File: src/hdl/tet_pkg.sv
// Shared types, constants and the operation sequence of the tetrahedron barycentric core.
package tet_pkg;

	localparam int COORD_BITS_DEF = 24;
	localparam int WEIGHT_FRAC = 16;
	localparam int OPF_DEPTH = 19;
	localparam int OPF_AW = 5;
	localparam int UOP_COUNT = 30;

	localparam logic [OPF_AW-1:0] IDX_DEN = 5'd15;
	localparam logic [OPF_AW-1:0] IDX_NB1 = 5'd16;
	localparam logic [4:0] UOP_LAST = 5'(UOP_COUNT - 1);
	localparam logic [3:0] PREP_LAST = 4'd11;

	typedef enum logic [3:0] {
		ST_IDLE,
		ST_PREP,
		ST_RD,
		ST_MLD,
		ST_MUL,
		ST_WB,
		ST_DRD,
		ST_DLD,
		ST_DIV,
		ST_OUT
	} state_t;

	// One multiply step: operand slots, target slot and accumulator control.
	typedef struct packed {
		logic [OPF_AW-1:0] a;
		logic [OPF_AW-1:0] b;
		logic [OPF_AW-1:0] dest;
		logic              first;
		logic              last;
		logic              neg;
	} uop_t;

	// Slots: 0..2 edge 1, 3..5 edge 2, 6..8 edge 3, 9..11 point offset,
	// 12..14 cross product, 15 volume term, 16..18 partial volumes.
	function automatic uop_t uop_rom(input logic [4:0] idx);
		uop_t u;
		unique case (idx)
			5'd0:  u = '{5'd4,  5'd8,  5'd0,  1'b1, 1'b0, 1'b0};
			5'd1:  u = '{5'd5,  5'd7,  5'd12, 1'b0, 1'b1, 1'b1};
			5'd2:  u = '{5'd5,  5'd6,  5'd0,  1'b1, 1'b0, 1'b0};
			5'd3:  u = '{5'd3,  5'd8,  5'd13, 1'b0, 1'b1, 1'b1};
			5'd4:  u = '{5'd3,  5'd7,  5'd0,  1'b1, 1'b0, 1'b0};
			5'd5:  u = '{5'd4,  5'd6,  5'd14, 1'b0, 1'b1, 1'b1};
			5'd6:  u = '{5'd0,  5'd12, 5'd0,  1'b1, 1'b0, 1'b0};
			5'd7:  u = '{5'd1,  5'd13, 5'd0,  1'b0, 1'b0, 1'b0};
			5'd8:  u = '{5'd2,  5'd14, 5'd15, 1'b0, 1'b1, 1'b0};
			5'd9:  u = '{5'd9,  5'd12, 5'd0,  1'b1, 1'b0, 1'b0};
			5'd10: u = '{5'd10, 5'd13, 5'd0,  1'b0, 1'b0, 1'b0};
			5'd11: u = '{5'd11, 5'd14, 5'd16, 1'b0, 1'b1, 1'b0};
			5'd12: u = '{5'd10, 5'd8,  5'd0,  1'b1, 1'b0, 1'b0};
			5'd13: u = '{5'd11, 5'd7,  5'd12, 1'b0, 1'b1, 1'b1};
			5'd14: u = '{5'd11, 5'd6,  5'd0,  1'b1, 1'b0, 1'b0};
			5'd15: u = '{5'd9,  5'd8,  5'd13, 1'b0, 1'b1, 1'b1};
			5'd16: u = '{5'd9,  5'd7,  5'd0,  1'b1, 1'b0, 1'b0};
			5'd17: u = '{5'd10, 5'd6,  5'd14, 1'b0, 1'b1, 1'b1};
			5'd18: u = '{5'd0,  5'd12, 5'd0,  1'b1, 1'b0, 1'b0};
			5'd19: u = '{5'd1,  5'd13, 5'd0,  1'b0, 1'b0, 1'b0};
			5'd20: u = '{5'd2,  5'd14, 5'd17, 1'b0, 1'b1, 1'b0};
			5'd21: u = '{5'd4,  5'd11, 5'd0,  1'b1, 1'b0, 1'b0};
			5'd22: u = '{5'd5,  5'd10, 5'd12, 1'b0, 1'b1, 1'b1};
			5'd23: u = '{5'd5,  5'd9,  5'd0,  1'b1, 1'b0, 1'b0};
			5'd24: u = '{5'd3,  5'd11, 5'd13, 1'b0, 1'b1, 1'b1};
			5'd25: u = '{5'd3,  5'd10, 5'd0,  1'b1, 1'b0, 1'b0};
			5'd26: u = '{5'd4,  5'd9,  5'd14, 1'b0, 1'b1, 1'b1};
			5'd27: u = '{5'd0,  5'd12, 5'd0,  1'b1, 1'b0, 1'b0};
			5'd28: u = '{5'd1,  5'd13, 5'd0,  1'b0, 1'b0, 1'b0};
			5'd29: u = '{5'd2,  5'd14, 5'd18, 1'b0, 1'b1, 1'b0};
			default: u = '{5'd0, 5'd0, 5'd0, 1'b1, 1'b0, 1'b0};
		endcase
		return u;
	endfunction

endpackage

File: src/hdl/tet_opf.sv
// Operand memory holding edge vectors and intermediate products.
module tet_opf import tet_pkg::*; #(
	parameter int W = 80
) (
	input  logic              clk,
	input  logic              we,
	input  logic [OPF_AW-1:0] wa,
	input  logic [W-1:0]      wd,
	input  logic [OPF_AW-1:0] ra,
	input  logic [OPF_AW-1:0] rb,
	output logic [W-1:0]      qa,
	output logic [W-1:0]      qb
);

	logic [W-1:0] mem_q [OPF_DEPTH];

	always_ff @(posedge clk) begin
		if (we) begin
			mem_q[wa] <= wd;
		end
		qa <= mem_q[ra];
		qb <= mem_q[rb];
	end

endmodule

File: config.mk
export PLATFORM = sky130hd
export DESIGN_NAME = tet_opf
export DESIGN_NICKNAME = d
export VERILOG_FILES = /design/src/hdl/tet_pkg.sv /design/src/hdl/tet_opf.sv
export SDC_FILE = /design/constraint.sdc
export NUM_CORES = 2
export LEC_CHECK = 0
export CORE_UTILIZATION = 30
export DETAILED_ROUTE_END_ITERATION = 6
export DONT_BUFFER_PORTS = 1
export GPL_ROUTABILITY_DRIVEN = 0
export PLACE_DENSITY = 0.51
export SYNTH_ARGS = -nofsm -noshare
export SYNTH_HDL_FRONTEND = slang
export SYNTH_SLANG_ARGS = --single-unit
File: constraint.sdc
create_clock -name clk -period 4.85 [get_ports clk]
set_input_delay 0.2425 -clock clk [delete_from_list [all_inputs] [get_ports clk]]
set_output_delay 0.2425 -clock clk [all_outputs]
set_load 0.02 [all_outputs]
======== Word-level counts from Yosys, hierarchy flattened ========
Memory sizes are Yosys's and may differ from the RTL's. A register that Yosys moved wholly into a read port is not among the register bits.
Index checks and enable logic that the tools add are counted.
word-level totals
  RAM bits ................................ 1520
  register bits ........................... 0
  memories ................................ 1
  bits of input ports ..................... 97
  output and inout port bits .............. 160
  word-level logic and storage cells ...... 3
memories
  memory  words  bits a word  rd ports  clocked after memory_dff  write ports  RTL line       RTL
  mem_q   19     80           2         2                         1            tet_opf.sv:15  logic [W-1:0] mem_q [OPF_DEPTH];
operators by class
  mux-type cells .......................... 2
operator list
  operator  number
  $mux W1   2

======== Depth between registers and ports, before layout ========
  depth after elaboration ................. 2
  gate-level depth with buffers ........... 9

======== Least setup slack after synthesis ========
OpenSTA, ideal clock, no wires.
  kind .................................... input -> register
  from .................................... in wa[1]
  to ...................................... mem mem_q[12][0] (enable)
  arrival time ............................ 4.134 ns
  stages on the path ...................... 2
  library setup time ...................... 0.519 ns
  slack ................................... 0.197 ns
  path through ............................ or3b_2 nor2_1
RTL lines
  what         RTL line       RTL
  from (decl)  tet_opf.sv:7   input logic [OPF_AW-1:0] wa,
  to (decl)    tet_opf.sv:15
No word-level cell before the write port.

==> summary.md <==
| Metric | Value |
|---|---|
| Result of the run | finished with violations |
| Failing checks | slew limit |
| Top post-synthesis cells by count | sky130_fd_sc_hd__edfxtp_1 (1520), sky130_fd_sc_hd__mux4_2 (640), sky130_fd_sc_hd__mux2i_1 (321) |
| Mapped Area | 73200 um^2 |
| Number of antenna-violating nets in the routed design | 0 |
| Number of nets in the layout | 3927 |
| Share of final-layout standard cells stronger than drive strength 1 | 28.5% |
| Routed length per placed instance | 31.6 um |
| Number of enable-type register cells in the synthesized netlist | 1520 |
| Global routing usage on met1 | 23.9% |
| Maximum clock skew at final layout | 0.0217 ns |
| Congestion Overflow GR | 0 |
| Worst-path clk slew | 0.06 ns |
| Global-route layer with the greatest usage | met2 |
| Total of max-cap violations | 0 |
| Number of I/O port buffers | 0 |
| Floorplan die area | 246000 um^2 |
| Met3 track demand over resource | 3.88% |
| Critical path startpoint category | input port |
| Deepest clock path buffer count | 3 |
| Placed Cells | 6716 |
| Number of failing hold endpoints at the final stage | 0 |
| Data arrival time of the critical path | 4.47 ns |
| Cells taking the most area after synthesis | sky130_fd_sc_hd__edfxtp_1 (62%), sky130_fd_sc_hd__mux4_2 (20%), sky130_fd_sc_hd__mux2i_1 (4.4%) |
| Largest net degree at the start of global routing | 446 |
| Fraction of synthesis flops using an asynchronous set or reset pin | 0% |
| Hpwl dp | 108 mm |
| Number of DRC markers in iteration 0 | 3349 |
| Total number of clock tree sinks | 1680 |
| Shortest period the worst path allows | 3.78 ns |
| Global-route wire length before repair | 318 mm |
| Transition time of the tightest slew-check pin | 1.64 ns |
| Number of detailed-routing iterations run before antenna repair | 5 |
| Number of instances in the synthesized netlist | 3762 |
| Mean cell area of the mapped netlist | 19.5 um^2 |
| RSZ-0062 raised after global routing | no |
| CTS buffer count | 174 |
| Floorplan die height | 496 um |
| Starting density of the core | 30.3% |
| Via count of the first global-routing pass | 40908 |
| Clock H-tree levels | 4 |
| Clock tree from TritonCTS | done |
| Hold Crit Class | input port to flop |
| Static Leakage | 26.6 nW |
| GRT Total Usage | 18.3% |
| Top cell type's share of synthesized area | 62.4% |
| Met2 routing resource usage after global routing | 30.8% |
| Number of setup buffers added after CTS | 0 |
| Area added between synthesis and finish | 14.4% |
| Drt drc | 0 |
| Number of warnings printed during yosys synthesis | 0 |
| Place WS | 2.20 ns |
| Skew-Pair Late Insertion Delay | 0.82 ns |
| Design Area, Final | 83700 um^2 |
| Accumulated negative setup slack | 0 ns |
| Avg Vias per Cell | 5.41 |
| Std-Cell Core Area | 241000 um^2 |
| Worst vdd ir | 0.000284 V |
| Number of nets produced by synthesis | 3859 |
| Cell area reported after detailed placement | 76600 um^2 |
| PD cells | 380 nW/um^2 |
| Worst Setup End Kind | flop |
| Library cell used as clock root buffer | sky130_fd_sc_hd__clkbuf_16 |
| Max-slew headroom | -9.52% |
| Post-synthesis register bit count | 1680 |
| Crit Path Max Fanout | 162 |
| Post-Route WL | 227 mm |
| Width of the die | 496 um |
| Row Count | 180 |
| Post-route insts no fill | 7169 |
| Final setup vio count | 0 |
| Initial antenna violation count | 41 |
| Setup slack of the critical path after layout | 1.07 ns |
| Class of the most critical setup path | input port to flop |
| Top-count cell post-synth | sky130_fd_sc_hd__edfxtp_1 |
| Number of pins exceeding their max-slew limit in the final report | 55 |
| Post-synthesis cell type with the largest combined area | sky130_fd_sc_hd__edfxtp_1 |
| DR vias | 38813 |
| Achievable Freq | 0.264 GHz |
| Post-CTS sizing | 0 |
| Sequential share of the synthesized area | 66.7% |
| Number of distinct library cells after synthesis | 25 |
| Required time of the critical path | 5.54 ns |
| Leading register cell type out of synthesis | sky130_fd_sc_hd__edfxtp_1 |
| Top Ports | 257 |
| Final period util | 78.0% |
[flip-flops by register name, summed over array words and instances, names as in the netlist]
name,count
qb,80
qa,80
mem_q,1520
[cell type report]
cell class,instances,area [um^2]
fillers,22530,158000
flip-flops and latches,1680,48800
multi-input cells,1797,23200
clock buffers,254,4930
well taps,3185,3990
repair buffers,177,2190
clock inverters,69,584
diodes,7,17.5
[what timing repair did]
action | in CTS | in global routing
endpoints found under the setup margin | 0 | 0
hold buffers | 114 | 4
hold endpoints to repair | 1680 | 20
[where the power goes]
part           total, W  internal [W]  switching, W  leakage [nW]
logic           0.00216      0.000999       0.00116          8.82
registers        0.0165        0.0161      0.000413          15.0
clock network    0.0132       0.00751       0.00564          2.69
total            0.0318        0.0246       0.00722          26.6
[placed cells by master, fill, tap and decap left out, types with 24 or more instances in the layout]
cell and count:
sky130_fd_sc_hd__edfxtp_1 1520, sky130_fd_sc_hd__mux4_2 640, sky130_fd_sc_hd__mux2i_1 321, sky130_fd_sc_hd__clkbuf_16 180
sky130_fd_sc_hd__nand2_1 163, sky130_fd_sc_hd__o21ai_0 160, sky130_fd_sc_hd__dfxtp_1 160, sky130_fd_sc_hd__mux2_2 159
sky130_fd_sc_hd__a22oi_1 158, sky130_fd_sc_hd__o21ai_1 158, sky130_fd_sc_hd__dlygate4sd3_1 103, sky130_fd_sc_hd__clkbuf_1 59
sky130_fd_sc_hd__buf_4 36, sky130_fd_sc_hd__clkinv_1 28, sky130_fd_sc_hd__clkinv_2 24
[routing by layer]
metal  routed length, um  part of all wire, %  vias up
li1                    -                    -    15984
met1               93700                   41    21129
met2              113000                   50     1338
met3               14100                  6.2      340
met4                5650                  2.5       22
met5                 146                0.064        -
[stage by stage]
step	total power [W]	utilization (%)	hold slack (ns)
CTS	0.0319	34.6	0.000333
floorplan	0.0181	-	0.341
detailed placement	0.0182	31.7	0.342
finish	0.0318	34.7	0.0256
global route	0.0328	34.7	0.00525
global placement	0.0182	31.7	0.342
[logic make-up (layout without fill, tap and decap cells)]
group,after synthesis,after routing,share of synthesized area [%]
flops,1680,1680,66.7
mux,1120,1120,26.5
compound gates,478,478,3.82
buf+inv,285,500,1.84
simple gates,199,199,1.06
other cells,0,7,0
[path summary, 6_finish.rpt]
path,startpoint,endpoint,slack (ns),cells past startpoint
max,ra[0],qa[47],1.07,8
min,rb[1],qb[69],0.03,4
min reg2reg,mem_q[18][40],qb[40],0.61,4
max reg2reg,mem_q[15][47],qa[47],2.17,6
[worst max-delay path: stages]
cell and delay, ns:
sky130_fd_sc_hd__buf_16 0.83, sky130_fd_sc_hd__buf_16 0.77, sky130_fd_sc_hd__mux4_2 0.61, sky130_fd_sc_hd__mux2_2 0.31
sky130_fd_sc_hd__a22oi_1 0.18, sky130_fd_sc_hd__dlygate4sd3_1 0.57, sky130_fd_sc_hd__o21ai_1 0.05, sky130_fd_sc_hd__dlygate4sd3_1 0.58
(Power assumes the default switching activity.)
