==> config.mk <==
export PLATFORM = sky130hd
export DESIGN_NAME = tet_smul
export DESIGN_NICKNAME = d
export VERILOG_FILES = /design/src/hdl/tet_pkg.sv /design/src/hdl/tet_smul.sv
export SDC_FILE = /design/constraint.sdc
export NUM_CORES = 1
export LEC_CHECK = 0
export BUFFER_PORTS_ARGS = -buffer_cell sky130_fd_sc_hd__buf_4
export CAP_MARGIN = 20
export CORE_MARGIN = 1.5
export CORE_UTILIZATION = 55
export DETAILED_ROUTE_END_ITERATION = 6
export PLACE_DENSITY_LB_ADDON = 0.1
export SYNTH_ARGS = -nofsm -noshare
export SYNTH_HDL_FRONTEND = slang
export SYNTH_SLANG_ARGS = --single-unit
export TNS_END_PERCENT = 100
==> constraint.sdc <==
create_clock -name clk -period 14.21 [get_ports clk]
set_input_delay 0.7105 -clock clk [delete_from_list [all_inputs] [get_ports clk]]
set_output_delay 0.7105 -clock clk [all_outputs]
set_load 0.02 [all_outputs]
==> src/hdl/tet_pkg.sv <==
// Shared types, constants and the operation sequence of the tetrahedron barycentric core.
package tet_pkg;

	localparam int COORD_BITS_DEF = 24;
	localparam int WEIGHT_FRAC = 16;
	localparam int OPF_DEPTH = 19;
	localparam int OPF_AW = 5;
	localparam int UOP_COUNT = 30;

	localparam logic [OPF_AW-1:0] IDX_DEN = 5'd15;
	localparam logic [OPF_AW-1:0] IDX_NB1 = 5'd16;
	localparam logic [4:0] UOP_LAST = 5'(UOP_COUNT - 1);
	localparam logic [3:0] PREP_LAST = 4'd11;

	typedef enum logic [3:0] {
		ST_IDLE,
		ST_PREP,
		ST_RD,
		ST_MLD,
		ST_MUL,
		ST_WB,
		ST_DRD,
		ST_DLD,
		ST_DIV,
		ST_OUT
	} state_t;

	// One multiply step: operand slots, target slot and accumulator control.
	typedef struct packed {
		logic [OPF_AW-1:0] a;
		logic [OPF_AW-1:0] b;
		logic [OPF_AW-1:0] dest;
		logic              first;
		logic              last;
		logic              neg;
	} uop_t;

	// Slots: 0..2 edge 1, 3..5 edge 2, 6..8 edge 3, 9..11 point offset,
	// 12..14 cross product, 15 volume term, 16..18 partial volumes.
	function automatic uop_t uop_rom(input logic [4:0] idx);
		uop_t u;
		unique case (idx)
			5'd0:  u = '{5'd4,  5'd8,  5'd0,  1'b1, 1'b0, 1'b0};
			5'd1:  u = '{5'd5,  5'd7,  5'd12, 1'b0, 1'b1, 1'b1};
			5'd2:  u = '{5'd5,  5'd6,  5'd0,  1'b1, 1'b0, 1'b0};
			5'd3:  u = '{5'd3,  5'd8,  5'd13, 1'b0, 1'b1, 1'b1};
			5'd4:  u = '{5'd3,  5'd7,  5'd0,  1'b1, 1'b0, 1'b0};
			5'd5:  u = '{5'd4,  5'd6,  5'd14, 1'b0, 1'b1, 1'b1};
			5'd6:  u = '{5'd0,  5'd12, 5'd0,  1'b1, 1'b0, 1'b0};
			5'd7:  u = '{5'd1,  5'd13, 5'd0,  1'b0, 1'b0, 1'b0};
			5'd8:  u = '{5'd2,  5'd14, 5'd15, 1'b0, 1'b1, 1'b0};
			5'd9:  u = '{5'd9,  5'd12, 5'd0,  1'b1, 1'b0, 1'b0};
			5'd10: u = '{5'd10, 5'd13, 5'd0,  1'b0, 1'b0, 1'b0};
			5'd11: u = '{5'd11, 5'd14, 5'd16, 1'b0, 1'b1, 1'b0};
			5'd12: u = '{5'd10, 5'd8,  5'd0,  1'b1, 1'b0, 1'b0};
			5'd13: u = '{5'd11, 5'd7,  5'd12, 1'b0, 1'b1, 1'b1};
			5'd14: u = '{5'd11, 5'd6,  5'd0,  1'b1, 1'b0, 1'b0};
			5'd15: u = '{5'd9,  5'd8,  5'd13, 1'b0, 1'b1, 1'b1};
			5'd16: u = '{5'd9,  5'd7,  5'd0,  1'b1, 1'b0, 1'b0};
			5'd17: u = '{5'd10, 5'd6,  5'd14, 1'b0, 1'b1, 1'b1};
			5'd18: u = '{5'd0,  5'd12, 5'd0,  1'b1, 1'b0, 1'b0};
			5'd19: u = '{5'd1,  5'd13, 5'd0,  1'b0, 1'b0, 1'b0};
			5'd20: u = '{5'd2,  5'd14, 5'd17, 1'b0, 1'b1, 1'b0};
			5'd21: u = '{5'd4,  5'd11, 5'd0,  1'b1, 1'b0, 1'b0};
			5'd22: u = '{5'd5,  5'd10, 5'd12, 1'b0, 1'b1, 1'b1};
			5'd23: u = '{5'd5,  5'd9,  5'd0,  1'b1, 1'b0, 1'b0};
			5'd24: u = '{5'd3,  5'd11, 5'd13, 1'b0, 1'b1, 1'b1};
			5'd25: u = '{5'd3,  5'd10, 5'd0,  1'b1, 1'b0, 1'b0};
			5'd26: u = '{5'd4,  5'd9,  5'd14, 1'b0, 1'b1, 1'b1};
			5'd27: u = '{5'd0,  5'd12, 5'd0,  1'b1, 1'b0, 1'b0};
			5'd28: u = '{5'd1,  5'd13, 5'd0,  1'b0, 1'b0, 1'b0};
			5'd29: u = '{5'd2,  5'd14, 5'd18, 1'b0, 1'b1, 1'b0};
			default: u = '{5'd0, 5'd0, 5'd0, 1'b1, 1'b0, 1'b0};
		endcase
		return u;
	endfunction

endpackage

==> src/hdl/tet_smul.sv <==
// Bit-serial multiply-accumulate unit, one multiplier bit per cycle.
module tet_smul import tet_pkg::*; #(
	parameter int W = 80
) (
	input  logic         clk,
	input  logic         arst_n,
	input  logic         load,
	input  logic         clr,
	input  logic         neg,
	input  logic [W-1:0] a,
	input  logic [W-1:0] b,
	output logic         busy,
	output logic [W-1:0] acc
);

	localparam int CW = $clog2(W + 1);

	logic [CW-1:0] cnt_q;
	logic [W-1:0]  a_q;
	logic [W-1:0]  b_q;
	logic [W-1:0]  acc_q;

	// The product is formed modulo 2^W; every value of the sequence fits in W bits.
	always_ff @(posedge clk or negedge arst_n) begin
		if (!arst_n) begin
			cnt_q <= '0;
		end else if (load) begin
			cnt_q <= CW'(W);
		end else if (cnt_q != '0) begin
			cnt_q <= cnt_q - 1'b1;
		end
	end

	always_ff @(posedge clk) begin
		if (load) begin
			a_q <= neg ? (~a + 1'b1) : a;
			b_q <= b;
			if (clr) begin
				acc_q <= '0;
			end
		end else if (cnt_q != '0) begin
			if (b_q[0]) begin
				acc_q <= acc_q + a_q;
			end
			a_q <= {a_q[W-2:0], 1'b0};
			b_q <= {1'b0, b_q[W-1:1]};
		end
	end

	assign busy = (cnt_q != '0);
	assign acc = acc_q;

endmodule

Yosys cells after proc, flatten, opt, wreduce, memory -nomap -nowiden:

Index checks and enable logic that the tools add are counted.

* bits in registers: 247
* input port bits: 165
* output and inout port bits: 81

* $add $sub $neg: 3
* equal/unequal tests: 1
* muxes and demuxes: 11
* bitwise logic cells: 1
* reductions and logical operators: 4

Operators by type and width (count)
* 80-bit 2-to-1 mux: 9
* 80-bit by 1-bit adder with 80-bit output, second input constant: 1
* 80-bit adder: 1
* 80-bit NOT: 1
* 7-bit 2-to-1 mux: 2
* 7-bit nonzero test: 1
* 7-bit by 1-bit subtractor with 7-bit output, second input constant: 1
* 2-bit nonzero test: 2
* 3-bit AND reduction: 1
* 2-bit by 1-bit inequality test with 1-bit output, second input constant: 1

Logic depth before layout (Yosys ltp):

* depth in word-level cells: 4
* mapped depth: 12

Worst setup path after synthesis:

Ideal clock, no wire load.

* path type: in2reg
* start point: input port load
* end point: register acc_q[0], in the netlist acc[0] (enable)
* library setup time: 0.629 ns
* arrival: 6.789 ns
* data required time: 13.581 ns
* path slack: 6.792 ns
* cell stages on the path: 3
* cells stage by stage: buf_1 clkbuf_1 o21ai_0

* longest elaborated chain between the ends: 2
* elaborated cells between the ends (all ways): 4
* those cells by class: eq/ne (1); reduce/logical (3)

Ends and longest elaborated chain
* start: declaration: line tet_smul.sv:7 `input logic load,`
* 2-bit by 1-bit inequality test with 1-bit output (no source line) or 2-bit nonzero test (tied branches)
* 3-bit AND reduction (no source line) *
* end signal: assignment: line tet_smul.sv:43 `acc_q <= acc_q + a_q;`
* end: declaration: line tet_smul.sv:21 `logic [W-1:0] acc_q;`

Mark *: on every way between the ends. The rest lies on a longest branch, timed or not.
A chain may end at the register's enable or synchronous reset.

Worst setup path after layout:

* start point: register acc_q[4], in the netlist acc[4]
* end point: register acc_q[77], in the netlist acc[77], data pin

* longest elaborated chain between the ends: 4

Ends and longest elaborated chain
* 80-bit adder: line tet_smul.sv:43
* 80-bit 2-to-1 mux: line tet_smul.sv:42 `if (b_q[0]) begin`
* 80-bit 2-to-1 mux: line tet_smul.sv:41 `end else if (cnt_q != '0) begin`
* 80-bit 2-to-1 mux: line tet_smul.sv:35 `if (load) begin`

No other way between the ends. The select of a mux whose other input is x is not followed.

==> results <==
- Counting instances in the post-synthesis netlist gives the leading cell types as 240 x sky130_fd_sc_hd__edfxtp_1, 199 x sky130_fd_sc_hd__nor2_1, 179 x sky130_fd_sc_hd__a21oi_1, 104 x sky130_fd_sc_hd__xor2_1, 101 x sky130_fd_sc_hd__nand2_1.
- Of the total power, combinational logic draws 0.426.
- The count of warnings emitted by yosys is 0.
- The layout overhead on the synthesized area is 18.3%.
- The first-pass GRT wire length is 67.6 mm.
- The completed layout was analyzed and its total power is about 3000 uW.
- Synthesis produced a netlist whose cell count is between 1500 and 2000.
- Prior to clock tree synthesis, the placed netlist has a worst setup slack of between 9000 and 10000 ps.
- The global route total overflow is 0.
- The layout has ~2400 filler cells.
- Of the total synthesized cell area, the portion taken by full adders, half adders and majority gates is 0.0639.
- The maximum clock frequency is about 240 MHz.
- The overall die area is slightly above 0.03 sq mm.
- The count of buffers inserted at the top-level ports is about 250.
- The effective utilization at floorplan is 0.561.
- The run finished with clean final reports.
- The aggregate routed wire length is 43.2 mm.
- The share of synthesized area in the top cell type comes to 0.446.
- The post-synthesis compound-gate area fraction is 0.170.
- After legalization and detailed placement, the total HPWL measured 32.0 mm.
- The TritonCTS clock tree is built.
- The most common cell in the synthesized netlist is sky130_fd_sc_hd__edfxtp_1.
- The number of buffers inserted during clock tree synthesis is 28.
- Subtracting the final worst setup slack from the clock period gives about 4000 ps.
- Of all cell types, the one taking the most synthesized area is sky130_fd_sc_hd__edfxtp_1.
- Setup repair after global routing left no endpoint under its margin.
- The number of nets in the layout is 2043.
- The synthesized-area fraction occupied by and/or/nand/nor cells is 0.138.
- The fraction of synthesis flops using an asynchronous set or reset pin is 0.0283.
- The peak fanout along the critical path is 4.
- The total vias in the final route is ~13000.
- The dominant combinational cell family by area after synthesis is compound AO/OA/AOI/OAI gates.
- The diode insertion count for antenna repair is 0.
- The synthesized netlist contains 69 unique library cells.
- Adding up every negative setup slack in the final design gives 0 ps.
- The mux cell area share after synthesis is 0.0612.
- The number of nets produced by synthesis is around 1800.
- The remaining design rule violation count is 0.
- Synthesis inferred approximately 250 register bits.
- In the final layout, the share of cells above drive strength 1 is 0.223.
- The maximum vdd ir drop is about 110 uV.
- The clock-pin slew on the worst setup and hold paths is approximately 60 ps.
- The total number of placement rows is 62.
- The total power per unit cell area is approximately 160 mW/mm^2.
- The first routing iteration left ~1100 violations.
- The number of antenna violations at the first check in global routing is 0.
- The number of H-tree levels is 1.
- The share of total power in sequential cells is 0.348.
- The required time at the worst-slack endpoint is approximately 15000 ps.
- The switching part of the total power is 0.377.
- The arrival time of the worst setup path is between 4000 and 5000 ps.
- Pin placement for this block handled roughly 250 I/O pins.
- The largest net degree at the start of global routing is 212.
- Yosys mapped a number of flops with a built-in enable equal to between 200 and 250.
- The final hold violation count came to 0.
- CTS placed an instance of sky130_fd_sc_hd__clkbuf_16 at the clock tree root.
- The area of the core is about 0.029 sq mm.
- The die is between 150 and 200 um tall.
- The width of the die is 175 um.
- The hold slack is 437 ps.
- The sort of element at the start of the critical path is a flop.
- The remaining number of nets flagged by the antenna check after routing is 0.
- The number of max-cap violations is 0.
- The share of total power dissipated in the clock network is 0.226.
- In the finished design, the share of the clock period the worst path needs comes to 0.288.
- The total clock sinks is around 250.
- The worst path setup slack after routing is 10120 ps.
- The flip-flop cell with the highest count after synthesis is sky130_fd_sc_hd__edfxtp_1.
- In this run the post-CTS setup repair buffer count came out at 0.
- The later pin in the worst-skew pair is clocked with a latency of between 500 and 600 ps.
- The final weighted congestion in routability-driven placement is approximately 1.
- The number of max-slew violations in the final report is 0.
- Headroom to the max-slew limit came out at 0.307.
- After the flow finishes, the layout carries non-filler instances totaling ~2200.
- The xor-xnor portion of the synthesized cell area is 0.0850.
- The worst setup path is captured at a flop.
- After synthesis the cells add up to 0.0162 sq mm.
- The leakage power total is approximately 0.0076 uW.
- For the pin with the worst max-slew slack, the measured transition is a little over 1000 ps.
- The setup clock skew after layout is around 14 ps.
- The post-synthesis sequential area ratio is 0.456.
- The first detailed-routing pass took 5 iterations.
- Setup violations remaining at the end of the flow were counted as 0.
- The number of vias per cell after detailed routing is roughly 6.
- For this run, the total global-route usage over all layers was measured as 0.278.
- Cell internal power was estimated by the tool at roughly 1900 uW.
- The kind of path behind the tightest hold check is input pin to flop.
- No sink is reached through more buffers than the 3 on the longest clock path.
- Summed over all nets, the switching power comes to roughly 1100 uW.
- The average instance in the mapped netlist occupies ~10 sq um.
- The number of placed cells counting well taps is 2148.
- The via count of the first global-routing pass was 12600.
- The worst setup path is of the flop to flop kind.
- In the post-synthesis netlist, the biggest area contributors are sky130_fd_sc_hd__edfxtp_1 45%, sky130_fd_sc_hd__ha_1 6.3%, sky130_fd_sc_hd__mux2_2 6.0%, sky130_fd_sc_hd__xor2_1 5.6%, sky130_fd_sc_hd__a21oi_1 5.5%.
- The average wire length per cell after detail routing is 19.6 um.
-- cell usage in the layout (no fill, tap or decap), drive strengths merged, types with 10 or more instances in the layout --
master / instances
ha: 81
clkinv: 11
mux2: 87
o41ai: 11
edfxtp: 240
a21o: 37
xor2: 104
a211oi: 12
a31oi: 10
xnor2: 53
nand4: 33
o21bai: 20
clkbuf: 33
buf: 250
nor4: 10
or3: 20
inv: 33
nand3: 20
or4: 10
a21oi: 179
o31ai: 38
o21ai: 80
nor3: 27
nor2: 200
nand2: 101
-- timing repair --
action | CTS | global route
hold buffers | 1 | 0
endpoints found under the hold margin | 7 | 0
resized for setup | 0 | 0
-- layout make-up --
class | count | area [sq um] | share of cell area
flip-flops and latches | 247 | 7380 | 0.386
repair buffers | 251 | 1930 | 0.101
well taps | 384 | 480 | 0.0251
inverters | 33 | 124 | 0.00647
clock inverters | 14 | 118 | 0.00615
clock buffers | 33 | 719 | 0.0376
multi-input cells | 1235 | 8390 | 0.438
-- final timing paths --
path,startpoint,endpoint,slack (ps),cells past startpoint
max,acc[4],acc[77],10120,11
min in group asynchronous,arst_n,cnt_q[6],540,2
max in group asynchronous,arst_n,cnt_q[5],13540,2
max reg2reg,acc[4],acc[77],10120,11
min reg2reg,cnt_q[6],cnt_q[6],510,1
min,b[79],b_q[79],440,2
-- per-stage QoR --
stage	area, sq um	util
3_3_place_gp	18300	0.633
5_1_grt	19100	0.663
2_1_floorplan	16200	-
4_1_cts	19100	0.662
6_report	19100	0.663
3_5_place_dp	18300	0.633
-- critical path, cell delays in order, from the launching register on --
cell,delay [ps]
sky130_fd_sc_hd__edfxtp_1,420
sky130_fd_sc_hd__ha_1,380
sky130_fd_sc_hd__nand2_1,100
sky130_fd_sc_hd__a2111oi_0,760
sky130_fd_sc_hd__nor2_1,150
sky130_fd_sc_hd__a21oi_1,230
sky130_fd_sc_hd__o2111ai_1,230
sky130_fd_sc_hd__a21oi_1,300
sky130_fd_sc_hd__a211oi_1,210
sky130_fd_sc_hd__o21ai_0,480
sky130_fd_sc_hd__a41oi_1,250
sky130_fd_sc_hd__mux2_2,320
-- kinds of logic (layout without fill, tap and decap cells) --
kind of cell,count (synthesis),in the layout
DFF,247,247
and+or+nand+nor,466,466
AOI/OAI and AO/OA,442,442
adders and majority gates,82,82
xor gates and xnor gates,157,157
buffers and inverters,111,331
muxes,88,88
-- sequential cells by signal, summed over array words and instances, names as in the netlist --
signal  flops
b_q        80
cnt_q       7
acc        80
a_q        80
-- power by group through the flow --
stage	clock, uW	sequential, uW	combinational [uW]
2_1_floorplan	0	1110	831
3_3_place_gp	0	1050	1240
3_5_place_dp	0	1060	1260
4_1_cts	688	1040	1260
5_1_grt	717	1060	1400
6_report	678	1040	1280
-- per-layer routing --
layer | part of all wire | wire, um | GRT usage | up-vias
met5 | 0 | 0 | 0 | -
met1 | 0.43 | 18400 | 0.376 | 6286
met4 | 0.025 | 1090 | 0.0744 | 0
met2 | 0.47 | 20300 | 0.457 | 480
li1 | - | - | - | 6333
met3 | 0.078 | 3350 | 0.0569 | 74
Note: power is estimated with default switching activity, not from simulation.
