File: src/hdl/tet_pkg.sv
// Shared types, constants and the operation sequence of the tetrahedron barycentric core.
package tet_pkg;

	localparam int COORD_BITS_DEF = 24;
	localparam int WEIGHT_FRAC = 16;
	localparam int OPF_DEPTH = 19;
	localparam int OPF_AW = 5;
	localparam int UOP_COUNT = 30;

	localparam logic [OPF_AW-1:0] IDX_DEN = 5'd15;
	localparam logic [OPF_AW-1:0] IDX_NB1 = 5'd16;
	localparam logic [4:0] UOP_LAST = 5'(UOP_COUNT - 1);
	localparam logic [3:0] PREP_LAST = 4'd11;

	typedef enum logic [3:0] {
		ST_IDLE,
		ST_PREP,
		ST_RD,
		ST_MLD,
		ST_MUL,
		ST_WB,
		ST_DRD,
		ST_DLD,
		ST_DIV,
		ST_OUT
	} state_t;

	// One multiply step: operand slots, target slot and accumulator control.
	typedef struct packed {
		logic [OPF_AW-1:0] a;
		logic [OPF_AW-1:0] b;
		logic [OPF_AW-1:0] dest;
		logic              first;
		logic              last;
		logic              neg;
	} uop_t;

	// Slots: 0..2 edge 1, 3..5 edge 2, 6..8 edge 3, 9..11 point offset,
	// 12..14 cross product, 15 volume term, 16..18 partial volumes.
	function automatic uop_t uop_rom(input logic [4:0] idx);
		uop_t u;
		unique case (idx)
			5'd0:  u = '{5'd4,  5'd8,  5'd0,  1'b1, 1'b0, 1'b0};
			5'd1:  u = '{5'd5,  5'd7,  5'd12, 1'b0, 1'b1, 1'b1};
			5'd2:  u = '{5'd5,  5'd6,  5'd0,  1'b1, 1'b0, 1'b0};
			5'd3:  u = '{5'd3,  5'd8,  5'd13, 1'b0, 1'b1, 1'b1};
			5'd4:  u = '{5'd3,  5'd7,  5'd0,  1'b1, 1'b0, 1'b0};
			5'd5:  u = '{5'd4,  5'd6,  5'd14, 1'b0, 1'b1, 1'b1};
			5'd6:  u = '{5'd0,  5'd12, 5'd0,  1'b1, 1'b0, 1'b0};
			5'd7:  u = '{5'd1,  5'd13, 5'd0,  1'b0, 1'b0, 1'b0};
			5'd8:  u = '{5'd2,  5'd14, 5'd15, 1'b0, 1'b1, 1'b0};
			5'd9:  u = '{5'd9,  5'd12, 5'd0,  1'b1, 1'b0, 1'b0};
			5'd10: u = '{5'd10, 5'd13, 5'd0,  1'b0, 1'b0, 1'b0};
			5'd11: u = '{5'd11, 5'd14, 5'd16, 1'b0, 1'b1, 1'b0};
			5'd12: u = '{5'd10, 5'd8,  5'd0,  1'b1, 1'b0, 1'b0};
			5'd13: u = '{5'd11, 5'd7,  5'd12, 1'b0, 1'b1, 1'b1};
			5'd14: u = '{5'd11, 5'd6,  5'd0,  1'b1, 1'b0, 1'b0};
			5'd15: u = '{5'd9,  5'd8,  5'd13, 1'b0, 1'b1, 1'b1};
			5'd16: u = '{5'd9,  5'd7,  5'd0,  1'b1, 1'b0, 1'b0};
			5'd17: u = '{5'd10, 5'd6,  5'd14, 1'b0, 1'b1, 1'b1};
			5'd18: u = '{5'd0,  5'd12, 5'd0,  1'b1, 1'b0, 1'b0};
			5'd19: u = '{5'd1,  5'd13, 5'd0,  1'b0, 1'b0, 1'b0};
			5'd20: u = '{5'd2,  5'd14, 5'd17, 1'b0, 1'b1, 1'b0};
			5'd21: u = '{5'd4,  5'd11, 5'd0,  1'b1, 1'b0, 1'b0};
			5'd22: u = '{5'd5,  5'd10, 5'd12, 1'b0, 1'b1, 1'b1};
			5'd23: u = '{5'd5,  5'd9,  5'd0,  1'b1, 1'b0, 1'b0};
			5'd24: u = '{5'd3,  5'd11, 5'd13, 1'b0, 1'b1, 1'b1};
			5'd25: u = '{5'd3,  5'd10, 5'd0,  1'b1, 1'b0, 1'b0};
			5'd26: u = '{5'd4,  5'd9,  5'd14, 1'b0, 1'b1, 1'b1};
			5'd27: u = '{5'd0,  5'd12, 5'd0,  1'b1, 1'b0, 1'b0};
			5'd28: u = '{5'd1,  5'd13, 5'd0,  1'b0, 1'b0, 1'b0};
			5'd29: u = '{5'd2,  5'd14, 5'd18, 1'b0, 1'b1, 1'b0};
			default: u = '{5'd0, 5'd0, 5'd0, 1'b1, 1'b0, 1'b0};
		endcase
		return u;
	endfunction

endpackage

File: src/hdl/tet_sdiv.sv
// Restoring divider, one quotient bit per cycle, with rounding and saturation.
module tet_sdiv import tet_pkg::*; #(
	parameter int W = 80
) (
	input  logic         clk,
	input  logic         arst_n,
	input  logic         load,
	input  logic [W-1:0] num,
	input  logic [W-1:0] den,
	output logic         busy,
	output logic [31:0]  quo
);

	localparam int NW = W + WEIGHT_FRAC;
	localparam int CW = $clog2(NW + 1);

	logic [CW-1:0] cnt_q;
	logic [NW-1:0] num_q;
	logic [W-1:0]  md_q;
	logic [W-1:0]  rem_q;
	logic [32:0]   q_q;
	logic          ovf_q;
	logic          neg_q;

	logic [W-1:0]  mn;
	logic [W-1:0]  md;
	logic [W:0]    rem_sh;
	logic          qbit;
	logic [W:0]    rem_diff;
	logic [32:0]   lim;
	logic [32:0]   mag;

	always_comb begin
		mn = num[W-1] ? (~num + 1'b1) : num;
		md = den[W-1] ? (~den + 1'b1) : den;
		rem_sh = {rem_q, num_q[NW-1]};
		rem_diff = rem_sh - {1'b0, md_q};
		qbit = (rem_sh >= {1'b0, md_q});
		lim = neg_q ? 33'h080000000 : 33'h07FFFFFFF;
		mag = (ovf_q || (q_q > lim)) ? lim : q_q;
		quo = neg_q ? (~mag[31:0] + 1'b1) : mag[31:0];
	end

	always_ff @(posedge clk or negedge arst_n) begin
		if (!arst_n) begin
			cnt_q <= '0;
		end else if (load) begin
			cnt_q <= CW'(NW);
		end else if (cnt_q != '0) begin
			cnt_q <= cnt_q - 1'b1;
		end
	end

	// Magnitudes are divided; half the divisor is added first to round to nearest.
	always_ff @(posedge clk) begin
		if (load) begin
			neg_q <= num[W-1] ^ den[W-1];
			num_q <= {mn, {WEIGHT_FRAC{1'b0}}} + {{(WEIGHT_FRAC + 1){1'b0}}, md[W-1:1]};
			md_q  <= md;
			rem_q <= '0;
			q_q   <= '0;
			ovf_q <= 1'b0;
		end else if (cnt_q != '0) begin
			num_q <= {num_q[NW-2:0], 1'b0};
			rem_q <= qbit ? rem_diff[W-1:0] : rem_sh[W-1:0];
			q_q   <= {q_q[31:0], qbit};
			ovf_q <= ovf_q | q_q[32];
		end
	end

	assign busy = (cnt_q != '0);

endmodule

File: config.mk
export PLATFORM = sky130hd
export DESIGN_NAME = tet_sdiv
export DESIGN_NICKNAME = d
export VERILOG_FILES = /design/src/hdl/tet_pkg.sv /design/src/hdl/tet_sdiv.sv
export SDC_FILE = /design/constraint.sdc
export NUM_CORES = 1
export LEC_CHECK = 0
export BUFFER_PORTS_ARGS = -buffer_cell sky130_fd_sc_hd__buf_4
export CAP_MARGIN = 15
export CELL_PAD_IN_SITES_DETAIL_PLACEMENT = 1
export CELL_PAD_IN_SITES_GLOBAL_PLACEMENT = 1
export CORE_ASPECT_RATIO = 0.9
export CORE_MARGIN = 8
export CORE_UTILIZATION = 50
export CTS_CLUSTER_SIZE = 28
export DETAILED_ROUTE_END_ITERATION = 6
export HOLD_SLACK_MARGIN = 0.02
export PLACE_DENSITY_LB_ADDON = 0.1
export SETUP_SLACK_MARGIN = 0.1
export SLEW_MARGIN = 5
export SYNTH_ARGS = -nofsm -noshare
export SYNTH_HDL_FRONTEND = slang
export SYNTH_SLANG_ARGS = --single-unit
File: constraint.sdc
create_clock -name clk -period 11 [get_ports clk]
set_clock_uncertainty 0.2 [all_clocks]
set_input_delay 2.2 -clock clk [delete_from_list [all_inputs] [get_ports clk]]
set_output_delay 2.2 -clock clk [all_outputs]
set_load 0.02 [all_outputs]
Word level (Yosys, flattened, before mapping)
Cells that the tools add are included.
{ "op_classes": {"n_mux": 10, "n_reduce_logical": 3, "magnitude_cmp": 2, "bitwise": 5, "n_addsub": 6} }
{ "op_table": {"columns": ["op", "count"], "rows": [
  ["$mux 80", 3],
  ["$mux 96", 2],
  ["$add 80x1->80 const B", 2],
  ["$not 80->80", 2],
  ["$add 96x79->96", 1],
  ["$mux 32", 3],
  ["$ge 81x80->1", 1],
  ["$sub 80x80->80", 1],
  ["$gt 33x32->1", 1],
  ["$add 32x1->32 const B", 1],
  ["$not 32->32", 1],
  ["$mux 7", 2],
  ["$reduce_bool 7->1", 1],
  ["$sub 7x1->7 const B", 1],
  ["$reduce_bool 2->1", 1],
  ["$logic_or 1x1->1", 1],
  ["$or 1x1->1", 1],
  ["$xor 1x1->1", 1]
]} }
{ "totals": {"wordCells": 33, "ff_bits": 298, "out_inout_bits": 33, "in_bits": 163} }

Depth between registers and ports, before layout
{ "depth": {"ltp_word": 7, "depth_mapped": 27, "mapped_depth_nobuf": 25} }

Worst setup path after synthesis
OpenSTA, ideal clock, no wires.
{ "synth_path": {"path_kind": "input to register", "start": "input den[17]", "end": "register num_q[92], data pin", "setup_ps": 260, "path_slack_ps": 2728, "n_path_buf": 3, "t_required_ps": 10540, "stages": 25, "arrival_time_ps": 7812, "path_cell_list": "or4_4 -> nand4bb_4 -> or3_1 -> buf_2 -> nand2b_1 -> nand2b_1 -> or2_2 -> o21ai_0 -> xnor2_1 -> ha_1 -> clkbuf_1 -> nand3_1 -> or3_1 -> nor2_1 -> nand3_1 -> a211oi_1 -> nor4_1 -> nor4_1 -> o211a_1 -> or3_1 -> clkbuf_1 -> inv_1 -> or3_1 -> xor2_1 -> mux2_2"} }
{ "synth_via": {"elab_chain_len": 5} }
{ "synth_rtl": {"columns": ["item", "line_no", "source"], "rows": [
  ["start, declared", "tet_sdiv.sv:9", "input logic [W-1:0] den,"],
  ["$not 80->80", "tet_sdiv.sv:35", "md = den[W-1] ? (~den + 1'b1) : den;"],
  ["$add 80x1->80", "tet_sdiv.sv:35", null],
  ["$mux 80", "tet_sdiv.sv:35", null],
  ["net md[61]", "tet_sdiv.sv:26", "logic [W-1:0] md;"],
  ["$add 96x79->96", "tet_sdiv.sv:58", "num_q <= {mn, {WEIGHT_FRAC{1'b0}}} + {{(WEIGHT_FRAC + 1){1'b0}}, md[W-1:1]};"],
  ["$mux 96", "tet_sdiv.sv:56", "if (load) begin"],
  ["end signal, assigned", "tet_sdiv.sv:58", null],
  ["end signal, assigned", "tet_sdiv.sv:64", "num_q <= {num_q[NW-2:0], 1'b0};"],
  ["end, declared", "tet_sdiv.sv:18", "logic [NW-1:0] num_q;"]
]} }
The timed path passes the listed nets, and every way through them passes these cells.
A chain may end at the register's enable or synchronous reset.

Worst setup path after layout
{ "layout_path": {"start": "input num[26]", "end": "register num_q[92], data pin"} }
{ "layout_via": {"elab_chain_len": 5} }
{ "layout_rtl": {"columns": ["item", "line_no", "source"], "rows": [
  ["start, declared", "tet_sdiv.sv:8", "input logic [W-1:0] num,"],
  ["$not 80->80", "tet_sdiv.sv:34", "mn = num[W-1] ? (~num + 1'b1) : num;"],
  ["$add 80x1->80", "tet_sdiv.sv:34", null],
  ["$mux 80 *", "tet_sdiv.sv:34", null],
  ["$add 96x79->96 *", "tet_sdiv.sv:58", null],
  ["$mux 96 *", "tet_sdiv.sv:56", null]
]} }
Mark *: on every way between the ends. The rest lies on a longest branch, timed or not.

==> tab_implementation.tex <==
\begin{tabular}{lr}
\hline
Metric & Value \\
\hline
\multicolumn{2}{l}{\textbf{Synthesis}} \\
\quad Combinational family with the most area after synthesis & compound AO/OA/AOI/OAI gates \\
\quad Complex-gate fraction of the synthesized area & 0.240 \\
\quad Synthesized netlist net count & about 3500 \\
\quad Syn Inst Count & between 3000 and 4000 \\
\quad Synthesis Warnings & 0 \\
\quad Post-Synthesis Mean Instance Area & 8.23 um2 \\
\quad Share of the synthesized area in the top cell type & 0.205 \\
\quad Library cell with the largest summed area after synthesis & sky130\_fd\_sc\_hd\_\_edfxtp\_1 \\
\quad Async SR Flop Fraction & 0.0235 \\
\quad EDFF count, synth & 177 \\
\quad Simple logic cell fraction of the synthesized area & 0.183 \\
\quad Post-synthesis instance area & 25900 um2 \\
\quad Proportion of synthesized area in mux cells & 0.0348 \\
\quad Main flop type after synthesis & sky130\_fd\_sc\_hd\_\_edfxtp\_1 \\
\quad Leading post-synthesis cells by cell area & sky130\_fd\_sc\_hd\_\_edfxtp\_1 21\%, sky130\_fd\_sc\_hd\_\_dfxtp\_1 8.8\%, sky130\_fd\_sc\_hd\_\_ha\_1 8.5\%, sky130\_fd\_sc\_hd\_\_xnor2\_1 7.6\%, sky130\_fd\_sc\_hd\_\_a21oi\_1 5.1\% \\
\quad Distinct cell type count of the synthesized netlist & 88 \\
\quad Proportion of synthesized chip area in sequential cells & 0.300 \\
\quad Adder and majority gate portion of the synthesized area & 0.0873 \\
\quad Count of state elements after synthesis & 298 \\
\quad Post-synthesis xor/xnor area fraction & 0.106 \\
\multicolumn{2}{l}{\textbf{Route}} \\
\quad DRC violation count after routing & 0 \\
\quad DR vias/cell & 6.22 \\
\quad Via count of the routed design & 24500 \\
\quad Pre-antenna DRT Iters & 5 \\
\quad Wire per inst & 22.5 um \\
\quad Detailed Route WL & 88.5 mm \\
\quad DR iter-0 viols & between 1500 and 2000 \\
\quad DRT antenna net count & 0 \\
\multicolumn{2}{l}{\textbf{Pwr}} \\
\quad Peak supply drop & between 0.1 and 0.15 mV \\
\quad PD cells & between 150 and 200 nW/um2 \\
\quad Lkg Pwr & 12.1 nW \\
\multicolumn{2}{l}{\textbf{Worst setup path}} \\
\quad Setup slack of the worst register-to-register path & 4.38 ns \\
\quad Origin of the critical flop-to-flop path & md\_q[0] \\
\quad Type of destination of the critical path & flip-flop \\
\quad CP cell instances & buf\_4 -> or4\_1 -> nor4\_1 -> nand4\_1 -> or3\_1 -> o31ai\_1 -> xnor2\_1 -> ha\_1 -> nand3\_1 -> or3\_1 -> nor2\_1 -> nand3\_1 -> a211oi\_1 -> nor4\_1 -> nor4\_1 -> buf\_4 -> o211a\_1 -> or3\_1 -> inv\_1 -> or3\_1 -> xor2\_1 -> mux2\_2 \\
\quad Reg2Reg Capture Point & rem\_q[60] \\
\quad R2r worst-path depth & 16 \\
\quad Critical Path AT & between 9 and 10 ns \\
\quad Required time reported for the critical path endpoint & 11.11 ns \\
\quad Cell mode on critical path & sky130\_fd\_sc\_hd\_\_or3\_1 \\
\quad Maximum fanout count along the critical path & 8 \\
\quad Max stage delay cell, worst path & sky130\_fd\_sc\_hd\_\_nor4\_1 \\
\quad Crit start category & input pin \\
\quad Setup Crit Path Kind & in -> reg \\
\quad Peak per-stage delay on the critical path & about 0.82 ns \\
\multicolumn{2}{l}{\textbf{STA}} \\
\quad Max Fclk & between 0.1 and 0.15 GHz \\
\quad Count of endpoints failing setup in the final report & 0 \\
\quad Final-report max-slew violation count & 0 \\
\quad Worst-Margin Slew & 1.14 ns \\
\quad Summed negative setup slack over all endpoints & 0 ns \\
\quad Unrepaired setup endpoints after global routing & no \\
\quad Rel. slew slack & 0.218 \\
\quad Final Cycle Share & 0.827 \\
\quad Minimum period implied by the final worst setup slack & 9.09 ns \\
\quad Number of endpoints with negative hold slack in the final report & 0 \\
\multicolumn{2}{l}{\textbf{CTS}} \\
\quad Number of buffers inserted by hold repair at cts & 0 \\
\quad Post-CTS setup repair buffer count & 0 \\
\quad CTS tree & yes \\
\quad Root buffer selected by CTS & sky130\_fd\_sc\_hd\_\_clkbuf\_16 \\
\quad H-tree depth reported by CTS & 2 \\
\quad Clk\_lat worst skew & 0.55 ns \\
\quad Gates resized, CTS repair & 0 \\
\quad Largest buffer count on any clock path & 3 \\
\quad Clock tree sinks & between 200 and 300 \\
\quad Number of buffers inserted during clock tree synthesis & 37 \\
\quad Reg clk slew, reported paths & 0.07 ns \\
\multicolumn{2}{l}{\textbf{Floorplan}} \\
\quad Number of top-level pins & 196 \\
\quad Die height & 232 um \\
\quad Core area & just over 50000 um2 \\
\quad Die extent in x & around 260 um \\
\quad Initial cell density of the core & 0.504 \\
\quad FP Rows & 79 \\
\quad Die ar. & a little under 60000 um2 \\
\multicolumn{2}{l}{\textbf{Worst hold path}} \\
\quad Depth of the worst hold-timing path & 2 \\
\quad Worst Hold Endpoint & rem\_q[44] \\
\quad Worst min-delay path class & reg -> reg \\
\quad Hold Path Origin & rem\_q[44] \\
\multicolumn{2}{l}{\textbf{Cells and area}} \\
\quad Sequential cell area in the final layout & between 7000 and 8000 um2 \\
\quad Most common cell after layout, fill and taps aside & sky130\_fd\_sc\_hd\_\_nand2\_1 \\
\quad Count of nets after finishing & around 3600 \\
\quad Area overhead of the layout relative to synthesis & 11.7\% \\
\quad Layout filler cell count & approximately 6000 \\
\quad Area taken by multi-input logic gates & 16900 um2 \\
\quad Leading cell types in the layout, fill and taps excluded & 320 x sky130\_fd\_sc\_hd\_\_nand2\_1, 264 x sky130\_fd\_sc\_hd\_\_a21oi\_1, 238 x sky130\_fd\_sc\_hd\_\_nor2\_1, 225 x sky130\_fd\_sc\_hd\_\_xnor2\_1, 217 x sky130\_fd\_sc\_hd\_\_o21ai\_0 \\
\quad Antenna diode count & 0 \\
\quad Design area & about 29000 um2 \\
\quad Proportion of layout cells with a drive suffix above 1 & 0.116 \\
\multicolumn{2}{l}{\textbf{Global routing}} \\
\quad Maximum number of pins on one net before global-route repair & 100 \\
\quad Total global routing track utilization & 0.286 \\
\quad Overflow after GRT & 0 \\
\quad Vias in the first global route & 25100 \\
\quad Antenna violations before repair & 0 \\
\quad First-pass GRT wire length & 139 mm \\
\multicolumn{2}{l}{\textbf{Place}} \\
\quad Final estimated routing congestion in global placement & 0.907 \\
\quad Cell area reported after detailed placement & 27700 um2 \\
\quad Dpl hpwl & 68.1 mm \\
\quad Port Buf Inserts & 195 \\
\multicolumn{2}{l}{\textbf{Outcome}} \\
\quad Result of the run & complete, no violations \\
\multicolumn{2}{l}{\textbf{Run}} \\
\quad MaxCap Viol Count & 0 \\
\hline
\end{tabular}
## layout make-up
class	count	share of cell area
multi-input combinational	2518	0.584
sequential	298	0.269
timing repair buffer	211	0.0550
clock buffer	44	0.0340
tap	688	0.0298
inverter	153	0.0199
clock inverter	21	0.00882
## power by group
group | leakage [nW] | switching (mW) | internal, mW
clock network | 0.601 | 0.524 | 0.761
registers | 2.82 | 0.169 | 1.50
logic | 8.63 | 1.66 | 1.14
total | 12.1 | 2.36 | 3.39
## synth_stat cells, types with 63 or more instances
library cell / instances
sky130_fd_sc_hd__xor2_1: 86
sky130_fd_sc_hd__clkbuf_1: 167
sky130_fd_sc_hd__mux2_2: 65
sky130_fd_sc_hd__dfxtp_1: 114
sky130_fd_sc_hd__a21o_1: 124
sky130_fd_sc_hd__nand2_1: 321
sky130_fd_sc_hd__xnor2_1: 225
sky130_fd_sc_hd__nor2_1: 239
sky130_fd_sc_hd__ha_1: 175
sky130_fd_sc_hd__nand4_1: 64
sky130_fd_sc_hd__a211oi_1: 63
sky130_fd_sc_hd__a21oi_1: 264
sky130_fd_sc_hd__inv_1: 150
sky130_fd_sc_hd__o21ai_0: 217
sky130_fd_sc_hd__edfxtp_1: 177
## through the flow
step / total power, mW / hold slack (ns) / utilization / setup WS [ns] / std cells
after CTS: 5.74 / 0.275 / 0.563 / 1.94 / 3933
after global routing: 6.12 / 0.305 / 0.563 / 1.67 / 3933
after floorplan: 3.65 / 0.244 / - / 2.73 / 3147
final: 5.75 / 0.271 / 0.563 / 1.91 / 3933
after detailed placement: 4.42 / 0.268 / 0.539 / 1.37 / 3868
after global placement: 4.31 / 0.258 / 0.539 / 1.64 / 3868
## state kept, by name, indices dropped and copies added, names as in the netlist
name,count
num_q,96
md_q,80
rem_q,80
q_q,33
cnt_q,7
neg_q,1
ovf_q,1
## worst max-delay path by stage
| stage | startpoint | to | cells past startpoint |
|---|---|---|---|
| 2_1_floorplan | den[17] | num_q[92] | 25 |
| 3_3_place_gp | num[26] | num_q[92] | 22 |
| 3_5_place_dp | num[26] | num_q[92] | 22 |
| 4_1_cts | num[26] | num_q[92] | 22 |
| 5_1_grt | num[26] | num_q[92] | 22 |
| 6_report | num[26] | num_q[92] | 22 |
## worst max-delay path, delay by kind of cell
| family | cells | cell delay (ns) |
|---|---|---|
| AO/OA/AOI/OAI | 3 | 1.00 |
| XOR/XNOR | 2 | 0.27 |
| adder cells (fa/ha/maj) | 1 | 0.46 |
| buffers and inverters | 3 | 0.45 |
| multiplexers | 1 | 0.26 |
| AND/OR/NAND/NOR | 12 | 4.56 |
## routing by layer
metal  wire length (um)  global-route usage  vias to the layer above
met5                  0                   0                        -
met4               2700              0.0929                        0
met3               5050              0.0427                      149
met2              39500               0.460                      635
met1              41300               0.395                    12000
li1                   -                   -                    11600
## logic make-up (layout without fill, tap and decap cells)
logic type / count (synthesis) / in the layout
and+or+nand+nor: 979 / 979
AOI/OAI and AO/OA: 964 / 964
buffers and inverters: 331 / 429
xor gates and xnor gates: 313 / 313
DFF: 298 / 298
adders and majority gates: 180 / 180
muxes: 82 / 82
(Power assumes the default switching activity.)
